### src/rtl/rmp_pkg.sv
// shared types and constants for the ramp motion profile block
package rmp_pkg;

  localparam int unsigned CfgIdxWidth = 2;
  localparam int unsigned RateWidth   = 31;
  localparam int unsigned FracWidth   = 5;
  localparam int unsigned FracMax     = 16;
  // velocity magnitude bits, square width, divisor width
  localparam int unsigned VelWidth    = 32;
  localparam int unsigned SqWidth     = 64;
  localparam int unsigned DivWidth    = 33;

  typedef enum logic [1:0] {
    CMD_TICK = 2'd0,
    CMD_GOAL = 2'd1,
    CMD_JUMP = 2'd2,
    CMD_NONE = 2'd3
  } cmd_e;

  typedef enum logic [1:0] {
    REG_MAX_RATE = 2'd0,
    REG_ACCEL    = 2'd1,
    REG_FRAC     = 2'd2,
    REG_MODE     = 2'd3
  } reg_idx_e;

  // control between the sequencer and the serial arithmetic unit
  typedef struct packed {
    logic start;
  } ser_ctrl_t;

  typedef struct packed {
    logic busy;
    logic done;
  } ser_stat_t;

endpackage

### src/rtl/rmp_if.sv
// request channel interfaces for the ramp motion profile block
interface rmp_cmd_if;
  logic                      valid;
  logic                      ready;
  logic [1:0]                command;
  logic signed [31:0]        value;
  modport source (output valid, command, value, input ready);
  modport sink (input valid, command, value, output ready);
endinterface

interface rmp_out_if;
  logic                      valid;
  logic                      ready;
  logic signed [31:0]        position;
  logic                      settled;
  modport source (output valid, position, settled, input ready);
  modport sink (input valid, position, settled, output ready);
endinterface

interface rmp_cfg_if;
  logic                              valid;
  logic                              ready;
  logic [rmp_pkg::CfgIdxWidth-1:0]   index;
  logic [31:0]                       data;
  modport source (output valid, index, data, input ready);
  modport sink (input valid, index, data, output ready);
endinterface

### src/rtl/ramp_motion_profile.sv
// top level of the ramp motion profile set-point generator
// Each request gives exactly one result of position and settled flag. Goal,
// jump, idle ticks and linear ticks go straight from EXEC to OUT. A trapezoid
// tick that is not settled and not at rest on the goal also passes BRAKE and
// APPLY: the braking distance v*v/(2*accel) comes from a bit-serial unit that
// squares the velocity and then does restoring division, one bit per cycle.
// One request is worked at a time; a result waits in the output register and
// the next request is taken once it has left. Configuration writes are taken
// at any time but are meant for idle periods only.
module ramp_motion_profile #(
  parameter int unsigned POS_WIDTH = 32
) (
  input  logic      clk_i,
  input  logic      rst_ni,
  rmp_cmd_if.sink   cmd_i,
  rmp_cfg_if.sink   cfg_i,
  rmp_out_if.source res_o
);
  localparam int unsigned PW = POS_WIDTH;
  localparam int unsigned DW = PW + 1;       // exact distance width
  localparam int unsigned VW = rmp_pkg::VelWidth;
  localparam int unsigned XW = 36;           // wide signed for velocity math

  typedef enum logic [4:0] {
    ST_IDLE  = 5'b00001,
    ST_EXEC  = 5'b00010,
    ST_BRAKE = 5'b00100,
    ST_APPLY = 5'b01000,
    ST_OUT   = 5'b10000
  } st_e;

  st_e st_q, st_d;

  logic [rmp_pkg::RateWidth-1:0] max_rate_q, accel_q;
  logic [4:0]                    frac_q;
  logic                          mode_q;

  logic signed [PW-1:0] pos_q, goal_q;
  logic signed [VW-1:0] vel_q;
  logic [15:0]          facc_q;
  logic                 settled_q;
  logic [1:0]           cmd_q;
  logic signed [PW-1:0] val_q;
  logic signed [DW-1:0] diff_q;

  rmp_pkg::ser_ctrl_t          br_ctrl;
  rmp_pkg::ser_stat_t          br_stat;
  logic [rmp_pkg::SqWidth-1:0] quot;
  logic [VW-1:0]               abs_v;

  assign cmd_i.ready = (st_q == ST_IDLE);
  assign cfg_i.ready = 1'b1;

  // configuration registers
  always_ff @(posedge clk_i or negedge rst_ni) begin
    if (!rst_ni) begin
      max_rate_q <= rmp_pkg::RateWidth'(1);
      accel_q    <= rmp_pkg::RateWidth'(1);
      frac_q     <= '0;
      mode_q     <= 1'b0;
    end else if (cfg_i.valid) begin
      case (rmp_pkg::reg_idx_e'(cfg_i.index))
        rmp_pkg::REG_MAX_RATE: max_rate_q <= cfg_i.data[rmp_pkg::RateWidth-1:0];
        rmp_pkg::REG_ACCEL:    accel_q    <= cfg_i.data[rmp_pkg::RateWidth-1:0];
        rmp_pkg::REG_FRAC:     frac_q     <= cfg_i.data[4:0];
        rmp_pkg::REG_MODE:     mode_q     <= cfg_i.data[0];
        default: ;
      endcase
    end
  end

  // velocity magnitude for the braking unit
  assign abs_v = vel_q[VW-1] ? VW'(-vel_q) : VW'(vel_q);
  assign br_ctrl.start = (st_q == ST_EXEC) && (rmp_pkg::cmd_e'(cmd_q) == rmp_pkg::CMD_TICK)
                         && !settled_q && mode_q
                         && !(diff_q == '0 && vel_q == '0);

  rmp_brake u_brake (
    .clk_i  (clk_i),
    .rst_ni (rst_ni),
    .ctrl_i (br_ctrl),
    .abs_v_i(abs_v),
    .accel_i(accel_q),
    .stat_o (br_stat),
    .quot_o (quot)
  );

  // trapezoid update
  logic [4:0]           fb;
  logic [DW-1:0]        abs_d;
  logic [rmp_pkg::SqWidth-1:0] brake;
  logic                 dir_pos, brk;
  logic signed [XW-1:0] v, vn, acc_x, rate_x, sum_x, whole_x, np_x, nd_x;
  logic [15:0]          mask, low;
  logic signed [PW-1:0] t_pos;
  logic signed [VW-1:0] t_vel;
  logic [15:0]          t_facc;
  logic                 t_set;

  always_comb begin
    fb      = (frac_q > 5'(rmp_pkg::FracMax)) ? 5'(rmp_pkg::FracMax) : frac_q;
    abs_d   = diff_q[DW-1] ? DW'(-diff_q) : DW'(diff_q);
    brake   = (accel_q == '0) ? '0 : (quot >> fb);
    dir_pos = (diff_q > 0);
    v       = XW'(vel_q);
    acc_x   = XW'($unsigned(accel_q));
    rate_x  = XW'($unsigned(max_rate_q));
    brk     = (rmp_pkg::SqWidth'(abs_d) <= brake) || (dir_pos && v < 0)
              || (!dir_pos && v > 0);
    vn = v;
    if (brk) begin
      if (v > 0) begin
        vn = v - acc_x;
        if (vn < 0) vn = '0;
      end else if (v < 0) begin
        vn = v + acc_x;
        if (vn > 0) vn = '0;
      end
    end else begin
      vn = dir_pos ? v + acc_x : v - acc_x;
      if (vn > rate_x) vn = rate_x;
      if (vn < -rate_x) vn = -rate_x;
    end
    mask   = 16'((17'd1 << fb) - 17'd1);
    t_facc = facc_q;
    if (fb != '0) begin
      sum_x   = XW'($unsigned(facc_q)) + vn;
      low     = sum_x[15:0] & mask;
      whole_x = sum_x >>> fb;
      t_facc  = low;
    end else begin
      sum_x   = '0;
      low     = '0;
      whole_x = vn;
    end
    np_x  = XW'(pos_q) + whole_x;
    nd_x  = XW'(goal_q) - np_x;
    t_vel = VW'(vn);
    t_set = settled_q;
    if ((diff_q > 0 && nd_x <= 0) || (diff_q < 0 && nd_x >= 0)) begin
      t_pos  = goal_q;
      t_vel  = '0;
      t_facc = '0;
      t_set  = 1'b1;
    end else begin
      t_pos = PW'(np_x);
    end
  end

  // linear update
  logic signed [XW-1:0] lstep, lrate, ldiff;
  logic signed [PW-1:0] l_pos;
  always_comb begin
    ldiff = XW'(diff_q);
    lrate = XW'($unsigned(max_rate_q));
    if (ldiff > 0) lstep = (ldiff > lrate) ? lrate : ldiff;
    else lstep = (ldiff < -lrate) ? -lrate : ldiff;
    l_pos = PW'(XW'(pos_q) + lstep);
  end

  // sequencer
  always_comb begin
    st_d = st_q;
    case (st_q)
      ST_IDLE:  if (cmd_i.valid) st_d = ST_EXEC;
      ST_EXEC:  st_d = br_ctrl.start ? ST_BRAKE : ST_OUT;
      ST_BRAKE: if (br_stat.done) st_d = ST_APPLY;
      ST_APPLY: st_d = ST_OUT;
      ST_OUT:   if (res_o.ready) st_d = ST_IDLE;
      default:  st_d = ST_IDLE;
    endcase
  end

  always_ff @(posedge clk_i or negedge rst_ni) begin
    if (!rst_ni) begin
      st_q      <= ST_IDLE;
      pos_q     <= '0;
      goal_q    <= '0;
      vel_q     <= '0;
      facc_q    <= '0;
      settled_q <= 1'b1;
    end else begin
      st_q <= st_d;
      if (st_q == ST_EXEC) begin
        case (rmp_pkg::cmd_e'(cmd_q))
          rmp_pkg::CMD_GOAL: begin
            goal_q    <= val_q;
            vel_q     <= '0;
            facc_q    <= '0;
            settled_q <= (pos_q == val_q);
          end
          rmp_pkg::CMD_JUMP: begin
            pos_q     <= val_q;
            goal_q    <= val_q;
            vel_q     <= '0;
            facc_q    <= '0;
            settled_q <= 1'b1;
          end
          rmp_pkg::CMD_TICK: begin
            if (!settled_q) begin
              if (!mode_q) begin
                if (diff_q == '0) settled_q <= 1'b1;
                else begin
                  pos_q     <= l_pos;
                  settled_q <= (l_pos == goal_q);
                end
              end else if (diff_q == '0 && vel_q == '0) begin
                facc_q    <= '0;
                settled_q <= 1'b1;
              end
            end
          end
          default: ;
        endcase
      end else if (st_q == ST_APPLY) begin
        pos_q     <= t_pos;
        vel_q     <= t_vel;
        facc_q    <= t_facc;
        settled_q <= t_set;
      end
    end
  end

  // request capture and distance
  always_ff @(posedge clk_i) begin
    if (cmd_i.valid && cmd_i.ready) begin
      cmd_q  <= cmd_i.command;
      val_q  <= PW'(cmd_i.value);
      diff_q <= DW'(goal_q) - DW'(pos_q);
    end
  end

  assign res_o.valid    = (st_q == ST_OUT);
  assign res_o.position = 32'(pos_q);
  assign res_o.settled  = settled_q;
endmodule

### src/rtl/rmp_brake.sv
// bit-serial braking distance: v*v by shift-add, then restoring division by 2*accel
module rmp_brake (
  input  logic                                clk_i,
  input  logic                                rst_ni,
  input  rmp_pkg::ser_ctrl_t                  ctrl_i,
  input  logic [rmp_pkg::VelWidth-1:0]        abs_v_i,
  input  logic [rmp_pkg::RateWidth-1:0]       accel_i,
  output rmp_pkg::ser_stat_t                  stat_o,
  output logic [rmp_pkg::SqWidth-1:0]         quot_o
);
  localparam int unsigned SqW  = rmp_pkg::SqWidth;
  localparam int unsigned VW   = rmp_pkg::VelWidth;
  localparam int unsigned DW   = rmp_pkg::DivWidth;
  localparam int unsigned CntW = 7;

  typedef enum logic [2:0] {
    BR_IDLE = 3'b001,
    BR_MUL  = 3'b010,
    BR_DIV  = 3'b100
  } br_state_e;

  br_state_e          state_q, state_d;
  logic [CntW-1:0]    cnt_q, cnt_d;
  logic [VW-1:0]      mplr_q, mplr_d;
  logic [SqW-1:0]     mcand_q, mcand_d;
  logic [SqW-1:0]     acc_q, acc_d;      // product, then quotient bits shift in
  logic [DW:0]        rem_q, rem_d;
  logic [DW-1:0]      dvsr;
  logic [DW:0]        trial;
  logic               done_q, done_d;

  assign dvsr  = {1'b0, accel_i, 1'b0};
  assign trial = {rem_q[DW-1:0], acc_q[SqW-1]};

  // one multiplier bit or one quotient bit per cycle
  always_comb begin
    state_d = state_q;
    cnt_d   = cnt_q;
    mplr_d  = mplr_q;
    mcand_d = mcand_q;
    acc_d   = acc_q;
    rem_d   = rem_q;
    done_d  = 1'b0;
    case (state_q)
      BR_IDLE: begin
        if (ctrl_i.start) begin
          state_d = BR_MUL;
          mplr_d  = abs_v_i;
          mcand_d = SqW'(abs_v_i);
          acc_d   = '0;
          cnt_d   = '0;
        end
      end
      BR_MUL: begin
        if (mplr_q[0]) acc_d = acc_q + mcand_q;
        mplr_d  = mplr_q >> 1;
        mcand_d = mcand_q << 1;
        cnt_d   = cnt_q + 1'b1;
        if (cnt_q == CntW'(VW - 1)) begin
          state_d = BR_DIV;
          cnt_d   = '0;
          rem_d   = '0;
        end
      end
      BR_DIV: begin
        if (trial >= {1'b0, dvsr}) begin
          rem_d = trial - {1'b0, dvsr};
          acc_d = {acc_q[SqW-2:0], 1'b1};
        end else begin
          rem_d = trial;
          acc_d = {acc_q[SqW-2:0], 1'b0};
        end
        cnt_d = cnt_q + 1'b1;
        if (cnt_q == CntW'(SqW - 1)) begin
          state_d = BR_IDLE;
          done_d  = 1'b1;
        end
      end
      default: state_d = BR_IDLE;
    endcase
  end

  always_ff @(posedge clk_i or negedge rst_ni) begin
    if (!rst_ni) begin
      state_q <= BR_IDLE;
      done_q  <= 1'b0;
    end else begin
      state_q <= state_d;
      done_q  <= done_d;
    end
  end

  always_ff @(posedge clk_i) begin
    cnt_q   <= cnt_d;
    mplr_q  <= mplr_d;
    mcand_q <= mcand_d;
    acc_q   <= acc_d;
    rem_q   <= rem_d;
  end

  assign stat_o.busy = (state_q != BR_IDLE);
  assign stat_o.done = done_q;
  assign quot_o      = acc_q;
endmodule

### src/flat_wrapper.sv
// flat-port wrapper written by rule: the top's interface ports become plain ports
module ramp_motion_profile_flat 
#(
  parameter int unsigned POS_WIDTH = 32
)
  (clk_i, rst_ni, cmd_i_valid, cmd_i_command, cmd_i_value, cmd_i_ready, cfg_i_valid, cfg_i_index, cfg_i_data, cfg_i_ready, res_o_valid, res_o_position, res_o_settled, res_o_ready);
  rmp_cmd_if cmd_i_i ();
  rmp_cfg_if cfg_i_i ();
  rmp_out_if res_o_i ();
  input  logic clk_i;
  input  logic rst_ni;
  input wire logic [$bits(cmd_i_i.valid)-1:0] cmd_i_valid;
  input wire logic [$bits(cmd_i_i.command)-1:0] cmd_i_command;
  input wire logic [$bits(cmd_i_i.value)-1:0] cmd_i_value;
  output wire logic [$bits(cmd_i_i.ready)-1:0] cmd_i_ready;
  input wire logic [$bits(cfg_i_i.valid)-1:0] cfg_i_valid;
  input wire logic [$bits(cfg_i_i.index)-1:0] cfg_i_index;
  input wire logic [$bits(cfg_i_i.data)-1:0] cfg_i_data;
  output wire logic [$bits(cfg_i_i.ready)-1:0] cfg_i_ready;
  output wire logic [$bits(res_o_i.valid)-1:0] res_o_valid;
  output wire logic [$bits(res_o_i.position)-1:0] res_o_position;
  output wire logic [$bits(res_o_i.settled)-1:0] res_o_settled;
  input wire logic [$bits(res_o_i.ready)-1:0] res_o_ready;
  assign cmd_i_i.valid = cmd_i_valid;
  assign cmd_i_i.command = cmd_i_command;
  assign cmd_i_i.value = cmd_i_value;
  assign cmd_i_ready = cmd_i_i.ready;
  assign cfg_i_i.valid = cfg_i_valid;
  assign cfg_i_i.index = cfg_i_index;
  assign cfg_i_i.data = cfg_i_data;
  assign cfg_i_ready = cfg_i_i.ready;
  assign res_o_valid = res_o_i.valid;
  assign res_o_position = res_o_i.position;
  assign res_o_settled = res_o_i.settled;
  assign res_o_i.ready = res_o_ready;
  ramp_motion_profile #(.POS_WIDTH(POS_WIDTH)) u_core (.clk_i(clk_i), .rst_ni(rst_ni), .cmd_i(cmd_i_i), .cfg_i(cfg_i_i), .res_o(res_o_i));
endmodule
### config.mk
export PLATFORM = sky130hd
export DESIGN_NAME = ramp_motion_profile_flat
export DESIGN_NICKNAME = d
export VERILOG_FILES = /design/src/rtl/rmp_pkg.sv /design/src/rtl/rmp_if.sv /design/src/rtl/ramp_motion_profile.sv /design/src/rtl/rmp_brake.sv /design/src/flat_wrapper.sv
export SDC_FILE = /design/constraint.sdc
export NUM_CORES = 2
export LEC_CHECK = 0
export BUFFER_PORTS_ARGS = -buffer_cell sky130_fd_sc_hd__buf_2
export CORE_MARGIN = 2
export CORE_UTILIZATION = 50
export CTS_CLUSTER_DIAMETER = 120
export DETAILED_ROUTE_END_ITERATION = 8
export PLACE_DENSITY = 0.75
export SYNTH_ARGS = -nofsm -noshare
export SYNTH_HDL_FRONTEND = slang
export SYNTH_SLANG_ARGS = --single-unit
### constraint.sdc
create_clock -name clk_i -period 25.2 [get_ports clk_i]
set_clock_uncertainty 0.05 [all_clocks]
set_input_delay 5.04 -clock clk_i [delete_from_list [all_inputs] [get_ports clk_i]]
set_output_delay 5.04 -clock clk_i [all_outputs]
set_load 0.02 [all_outputs]
* Word level (Yosys, flattened, before mapping)
Cells that the tools add are included.
** Storage, ports and cells
- Logic and storage cells :: 200
- Input port bits :: 73
- Register bits :: 457
- Output and inout bits :: 36
** Cells by class
- Muxes and demuxes :: 69
- Bitwise logic cells :: 1
- Shift operators :: 3
- Reductions and logical operators :: 44
- Magnitude comparators :: 16
- Add/subtract/negate cells :: 14
- Equal/unequal tests :: 33
** Operator list (count)
- 2-to-1 mux 32 bit :: 15
- 2-to-1 mux 36 bit :: 10
- 2-to-1 mux 64 bit :: 4
- case mux 64 bit (3 select lines) :: 1
- case mux 32 bit (2 select lines) :: 2
- case mux 64 bit (2 select lines) :: 1
- 2-to-1 mux 16 bit :: 7
- 2-to-1 mux 33 bit :: 3
- > comparator 33 x 1 -> 1 bit (second input constant) :: 2
- case mux 33 bit (2 select lines) :: 1
- subtractor 32 x 32 -> 33 bit :: 2
- adder 64 bit :: 1
- equality test 32 bit :: 2
- less-or-equal comparator 33 x 64 -> 1 bit :: 1
- >> shifter 64 x 5 -> 64 bit :: 1
- adder 16 x 36 -> 36 bit :: 1
- adder 32 x 36 -> 36 bit :: 1
- >= comparator 36 x 1 -> 1 bit (second input constant) :: 1
- > comparator 36 x 1 -> 1 bit (second input constant) :: 1
- > comparator 36 x 32 -> 1 bit :: 1
- less-or-equal comparator 36 x 1 -> 1 bit (second input constant) :: 1
- less-than comparator 33 x 36 -> 1 bit :: 1
- less-than comparator 36 x 1 -> 1 bit (second input constant) :: 1
- less-than comparator 36 bit :: 1
- other kinds (59) :: 118

* Logic depth before layout (Yosys ltp)
- Word-level depth :: 22
- Depth in mapped cells :: 106
- Depth with buffers taken out :: 99

* Cells and area by module
A second synthesis with hierarchy kept.
** Unflattened totals
- Cell total of the unflattened synthesis :: 6068
- Area total of the unflattened synthesis :: 49995.4 um^2
** Modules (own cells, without submodules)
- ramp_motion_profile :: cells each 4551, area each 36122.1 um^2, seq. area each 6671.4 um^2, instances 1
- rmp_brake :: cells each 1517, area each 13873.3 um^2, seq. area each 6107.1 um^2, instances 1

* Worst setup path before layout
No wires, ideal clock.
- Kind :: register -> register
- From :: register u_core.diff_q[15]
- To :: register u_core.pos_q[18] (netlist: u_core.res_o.position[18])
- Setup time :: 94 ps
- Buffers on the path :: 10
- Period minus slack after synthesis :: 20024 ps
- Data arrival time :: 19880 ps
- Setup slack :: 5176 ps
- Cell stages (with the launch flop) :: 98
- Required time :: 25056 ps
- Cells stage by stage :: edfxtp_1 > or4_4 > or4_4 > or4_1 > buf_2 > o21ai_2 > buf_2 > buf_2 > clkbuf_1 > o21ai_0 > ha_1 > a21oi_1 > nor2b_1 > o21ai_0 > nand2b_1 > a21oi_1 > nor2b_1 > o21ai_0 > (+62 left out) > xor2_1 > ha_1 > nand2b_1 > nand3b_1 > nor4_1 > nand4_1 > nor4_1 > nand4_1 > nor4_1 > o2111ai_1 > a2111oi_0 > nand4_1 > a2111oi_0 > a31oi_1 > mux2i_4 > buf_6 > mux2_2 > a211oi_1
** On the way
- Word-level cells in the longest chain between the ends :: 19
- Elaborated cells on any way between the ends :: 44
- Those cells by class :: add/sub: 5; order compare: 10; eq/ne: 1; shift: 1; mux: 17; reduce/logical: 10
** Ends and longest elaborated chain
- start, declared :: line ramp_motion_profile.sv:44 : logic signed [DW-1:0] diff_q;
- start signal, assigned :: line ramp_motion_profile.sv:229 : diff_q <= DW'(goal_q) - DW'(pos_q);
- > comparator 33 x 1 -> 1 bit :: line ramp_motion_profile.sv:104, ramp_motion_profile.sv:140, ramp_motion_profile.sv:156
- 2-to-1 mux 36 bit :: line ramp_motion_profile.sv:120 : vn = dir_pos ? v + acc_x : v - acc_x;
- > comparator 36 x 32 -> 1 bit :: line ramp_motion_profile.sv:121 : if (vn > rate_x) vn = rate_x;
- 2-to-1 mux 36 bit :: line ramp_motion_profile.sv:121
- 2-to-1 mux 36 bit :: line ramp_motion_profile.sv:111 : if (brk) begin
- less-than comparator 36 bit :: line ramp_motion_profile.sv:122 : if (vn < -rate_x) vn = -rate_x;
- 2-to-1 mux 36 bit :: line ramp_motion_profile.sv:122
- 2-to-1 mux 36 bit :: line ramp_motion_profile.sv:111
- (+3 left out)
- adder 32 x 36 -> 36 bit :: line ramp_motion_profile.sv:136 : np_x = XW'(pos_q) + whole_x;
- subtractor 32 x 36 -> 36 bit :: line ramp_motion_profile.sv:137 : nd_x = XW'(goal_q) - np_x;
- less-or-equal comparator 36 x 1 -> 1 bit or >= comparator 36 x 1 -> 1 bit (tied branches) :: line ramp_motion_profile.sv:140 : if ((diff_q > 0 && nd_x <= 0) || (diff_q < 0 && nd_x >= 0)) begin
- logical AND 1 bit :: line ramp_motion_profile.sv:140
- logical OR 1 bit :: line ramp_motion_profile.sv:140
- 2-to-1 mux 32 bit :: line ramp_motion_profile.sv:140
- 2-to-1 mux 32 bit :: line ramp_motion_profile.sv:215 : end else if (st_q == ST_APPLY) begin
- 2-to-1 mux 32 bit :: line ramp_motion_profile.sv:184 : if (st_q == ST_EXEC) begin
- end signal, assigned :: line ramp_motion_profile.sv:193 : pos_q <= val_q;
- end signal, assigned :: line ramp_motion_profile.sv:204 : pos_q <= l_pos;
- end signal, assigned :: line ramp_motion_profile.sv:216 : pos_q <= t_pos;
- end, declared :: line ramp_motion_profile.sv:38 : logic signed [PW-1:0] pos_q, goal_q;
Several ways; a longest one is shown, not always the timed one. The select of a mux whose other input is x is not followed.
A chain may end at the register's enable or synchronous reset.

* Worst setup path after layout
- From :: register u_core.vel_q[0]
- To :: register u_core.pos_q[8] (netlist: u_core.res_o.position[8])
** On the way
- Word-level cells in the longest chain between the ends :: 19
- Elaborated cells on any way between the ends :: 34
- Those cells by class :: add/sub: 5; order compare: 8; shift: 1; mux: 13; reduce/logical: 7
** Ends and longest elaborated chain
- start, declared :: line ramp_motion_profile.sv:39 : logic signed [VW-1:0] vel_q;
- start signal, assigned :: line ramp_motion_profile.sv:217 : vel_q <= t_vel;
- subtractor 32 x 32 -> 33 bit or adder 32 x 32 -> 33 bit (tied branches) :: line ramp_motion_profile.sv:113, ramp_motion_profile.sv:120, ramp_motion_profile.sv:116
- 2-to-1 mux 36 bit :: line ramp_motion_profile.sv:120
- > comparator 36 x 32 -> 1 bit :: line ramp_motion_profile.sv:121
- 2-to-1 mux 36 bit :: line ramp_motion_profile.sv:121
- 2-to-1 mux 36 bit :: line ramp_motion_profile.sv:111
- less-than comparator 36 bit :: line ramp_motion_profile.sv:122
- 2-to-1 mux 36 bit :: line ramp_motion_profile.sv:122
- 2-to-1 mux 36 bit (*) :: line ramp_motion_profile.sv:111
- (+3 left out)
- adder 32 x 36 -> 36 bit (*) :: line ramp_motion_profile.sv:136
- subtractor 32 x 36 -> 36 bit :: line ramp_motion_profile.sv:137
- less-or-equal comparator 36 x 1 -> 1 bit or >= comparator 36 x 1 -> 1 bit (tied branches) :: line ramp_motion_profile.sv:140
- logical AND 1 bit :: line ramp_motion_profile.sv:140
- logical OR 1 bit :: line ramp_motion_profile.sv:140
- 2-to-1 mux 32 bit (*) :: line ramp_motion_profile.sv:140
- 2-to-1 mux 32 bit (*) :: line ramp_motion_profile.sv:215
- 2-to-1 mux 32 bit (*) :: line ramp_motion_profile.sv:184
Mark *: on every way between the ends. The rest lies on a longest branch, timed or not. The select of a mux whose other input is x is not followed.

==> impl_metrics.tcl <==
set metrics [dict create \
    grt_pass1_wl_um 264000 \
    nNetsFinal 6365 \
    die_area_um2 100000 \
    rr_worst_depth 90 \
    switching_share_pct 49.8 \
    synth_area_per_cell_um2 8.39 \
    cts_inserted_buffers 57 \
    pwr-share-seq_pct 18.8 \
    cts-htree-levels 2 \
    grt_max_degree 89 \
    drt_pre_antenna_iters 8 \
    syn_area_um2 48700 \
    num_io_pins 109 \
    synth_ff_type "edfxtp_1" \
    arrival_ns 24.28 \
    start_util_pct 50.5 \
    pwr-share-comb_pct 67.4 \
    hpwl_um 138000 \
    p_leak_nw 22.5 \
    critPathBufInv 5 \
    min_to "u_core.st_q[2]" \
    antenna_left 0 \
    viasPerCell 6.61 \
    fillers 8911 \
    synth_simple_gate_area_share_pct 18.4 \
    tritoncts "done" \
    r2r_end "u_core.res_o.position[8]" \
    cp_top_family "compound AO/OA/AOI/OAI gates" \
    whs_path_depth 1 \
    async_flop_share_pct 41.6 \
    cts_hold_buffers 0 \
    finalHoldViolCount 0 \
    vias 47100 \
    p_switching_w 0.00318 \
    clock.fmax_mhz 42.1 \
    period_share_pct 94.2 \
    synth_edf_count 267 \
    worstSetupPathType "flip-flop to flip-flop" \
    synth_nets 6365 \
    setup_tns_ns 0 \
    path_clk_slew_ns 0.06 \
    power.density_nw_per_um2 121 \
    antenna_found_initial 11 \
    r2r_start "u_core.vel_q[0]" \
    seq_area_frac_synth_pct 26.2 \
    insertion_delay_ns 0.71 \
    synth_top_family_by_area "compound AO/OA/AOI/OAI gates" \
    die_h_um 316 \
    peakVddDrop_uv 108 \
    synth_adder_area_share_pct 12.7 \
    max-cap-violations 0 \
    worst_setup_path_end_kind "flip-flop" \
    cp.required_ns 25.74 \
    dp.cells 7017 \
    worst_pin_slew_ns 1.41 \
    slowest_delay_ns 0.59 \
    synthXorXnorAreaFrac_pct 7.13 \
    rows 114 \
    fin_crit_ns 23.74 \
    setup_viol 0 \
    synth-compound-area-share_pct 24.3 \
    first_iter_violations 5062 \
    ys_types 112 \
    globalplace.congestion 1.05 \
    drc 0 \
    finalPower_w 0.00638 \
    multi_input_area_um2 34100 \
    crit_fanout 47 \
    hp-start "u_core.u_brake.done_q" \
    drive_above_1_share_pct 9.98 \
    seq_area_um2 12800 \
    wl_per_cell_um 24.9 \
    die_width_um 316 \
    netlist_instances 5804 \
    clkPwrFrac_pct 13.8 \
    syn_to_final_growth_pct 8.28 \
    cts.sinks 457 \
    wl_um 177000 \
    grt_usage_pct 34.5 \
    critPathLaunchType "flip-flop" \
    ys_ff_latch 457 \
    drv_slew 0 \
    outcome "finished, final reports clean" \
    hold_class "flip-flop to flip-flop" \
    numPortBuffers 106 \
    gr-total-overflow 0 \
    r2r_slack_ns 1.46 \
    p_int_w 0.00320 \
    grt_pass1_vias 43400 \
    relSlewSlack_pct 6.20 \
    instances_no_fill 7132 \
    crit_path_top_delay_cell "a2111oi_0" \
    dpl-instance-area_um2 50700 \
    synthMuxAreaShare_pct 7.10 \
    cts_max_path_buffers 3 \
    ctsRootBufferMaster "clkbuf_16" \
    coreArea_um2 96600 \
    finalInstanceArea_um2 52800 \
    grt_setup_unrepaired "false" \
    cpMostUsedCell "a21oi_1" \
    synth_warnings 0 \
]
[placed cells by master, fill, tap and decap left out, types with 78 or more instances in the layout]
cell	instances
nand4_1	83
buf_2	105
nand2_1	525
nor2_1	427
nor3_1	141
a21oi_1	433
o21a_1	122
nor2b_1	78
inv_1	253
dfrtp_1	183
o21ai_0	396
a211oi_1	81
edfxtp_1	267
xor2_1	118
a21o_1	141
mux2_2	118
mux2i_1	161
ha_1	478
xnor2_1	277
buf_4	100
a31oi_1	81
nand3_1	131
[stage by stage]
| step | setup slack (ns) | utilization, % | hold slack (ns) |
|---|---|---|---|
| global route | 0.168 | 54.6 | 0.462 |
| global placement | 1.63 | 52.5 | 0.423 |
| finish | 1.46 | 54.6 | 0.444 |
| CTS | 1.25 | 54.5 | 0.442 |
| detailed placement | 1.34 | 52.5 | 0.421 |
| floorplan | 5.18 | - | 0.381 |
[worst register-to-register path: cells and delay by family (launching register included)]
family | cells | cell delay (ns)
AO/OA/AOI/OAI | 52 | 12.95
flip-flops | 1 | 0.51
multiplexers | 3 | 1.02
AND/OR/NAND/NOR | 19 | 4.31
XOR/XNOR | 2 | 0.46
adder cells (fa/ha/maj) | 9 | 3.16
buffers and inverters | 5 | 1.19
[registers in the layout, summed over array words and instances, names as in the netlist]
| name | flops |
|---|---|
| u_core.u_brake.mcand_q | 64 |
| u_core.u_brake.quot_o | 64 |
| u_core.diff_q | 33 |
| u_core.u_brake.rem_q | 33 |
| u_core.goal_q | 32 |
| u_core.res_o.position | 32 |
| u_core.u_brake.mplr_q | 32 |
| u_core.val_q | 32 |
| u_core.vel_q | 32 |
| u_core.accel_q | 31 |
| u_core.max_rate_q | 31 |
| u_core.facc_q | 16 |
| u_core.u_brake.cnt_q | 7 |
| u_core.frac_q | 5 |
| u_core.st_q | 5 |
| u_core.u_brake.state_q | 3 |
| u_core.cmd_q | 2 |
| u_core.mode_q | 1 |
| u_core.res_o.settled | 1 |
| u_core.u_brake.done_q | 1 |
[worst max path at each step]
stage	cells after the start	start	end	slack, ns
after floorplan	97	u_core.diff_q[15]	u_core.res_o.position[18]	5.18
after CTS	93	u_core.vel_q[5]	u_core.res_o.position[8]	1.25
final	90	u_core.vel_q[0]	u_core.res_o.position[8]	1.46
after global routing	91	u_core.vel_q[5]	u_core.res_o.position[8]	0.17
after detailed placement	93	u_core.vel_q[5]	u_core.res_o.position[8]	1.34
after global placement	92	u_core.vel_q[5]	u_core.res_o.position[8]	1.63
[cells in the mapped netlist, types with 123 or more instances]
cell type,number,share of area (%)
o21a_1,123,1.9
dfrtp_1,185,9.5
clkbuf_1,202,1.6
a21o_1,141,2.2
o21ai_0,400,4.1
edfxtp_1,267,16
inv_1,253,1.9
nand3_1,131,1.3
ha_1,479,12
a21oi_1,435,4.5
mux2i_1,161,3.3
nand2_1,527,4.1
nor3_1,141,1.4
nor2_1,431,3.3
xnor2_1,277,5.0
[layer usage]
layer | vias to the layer above | wire length (um) | track usage, %
met1 | 22600 | 73300 | 46.6
met5 | - | 86 | 0
met2 | 2413 | 74800 | 51.5
li1 | 21700 | - | -
met3 | 470 | 16800 | 6.21
met4 | 14 | 12400 | 20.8
[final cells by class]
cell class,instances,share of cell area (%)
clock buffer,72,2.95
inverter,259,1.84
sequential,457,24.2
multi-input combinational,4821,64.6
tap,1276,3.03
timing repair buffer,208,2.52
antenna,4,0.0190
clock inverter,35,0.825
[cell families after synthesis]
| group | after synthesis |
|---|---|
| AO/OA/AOI/OAI | 1802 |
| XOR/XNOR | 396 |
| adder cells (fa/ha/maj) | 488 |
| buffers and inverters | 526 |
| flip-flops | 457 |
| multiplexers | 302 |
| other | 1 |
| AND/OR/NAND/NOR | 1832 |
[repair_timing]
action                     CTS  global route
setup buffers                0             4
gates resized for setup      0             6
setup endpoints to repair    0            81
[power by group through the flow]
stage / logic, W / registers [W] / clock network, W
4_1_cts: 0.00420 / 0.00118 / 0.000890
3_3_place_gp: 0.00408 / 0.00119 / 0
5_1_grt: 0.00468 / 0.00120 / 0.000915
2_1_floorplan: 0.00315 / 0.00110 / 0
6_report: 0.00430 / 0.00120 / 0.000878
3_5_place_dp: 0.00417 / 0.00120 / 0
Note: power is estimated with default switching activity, not from simulation.
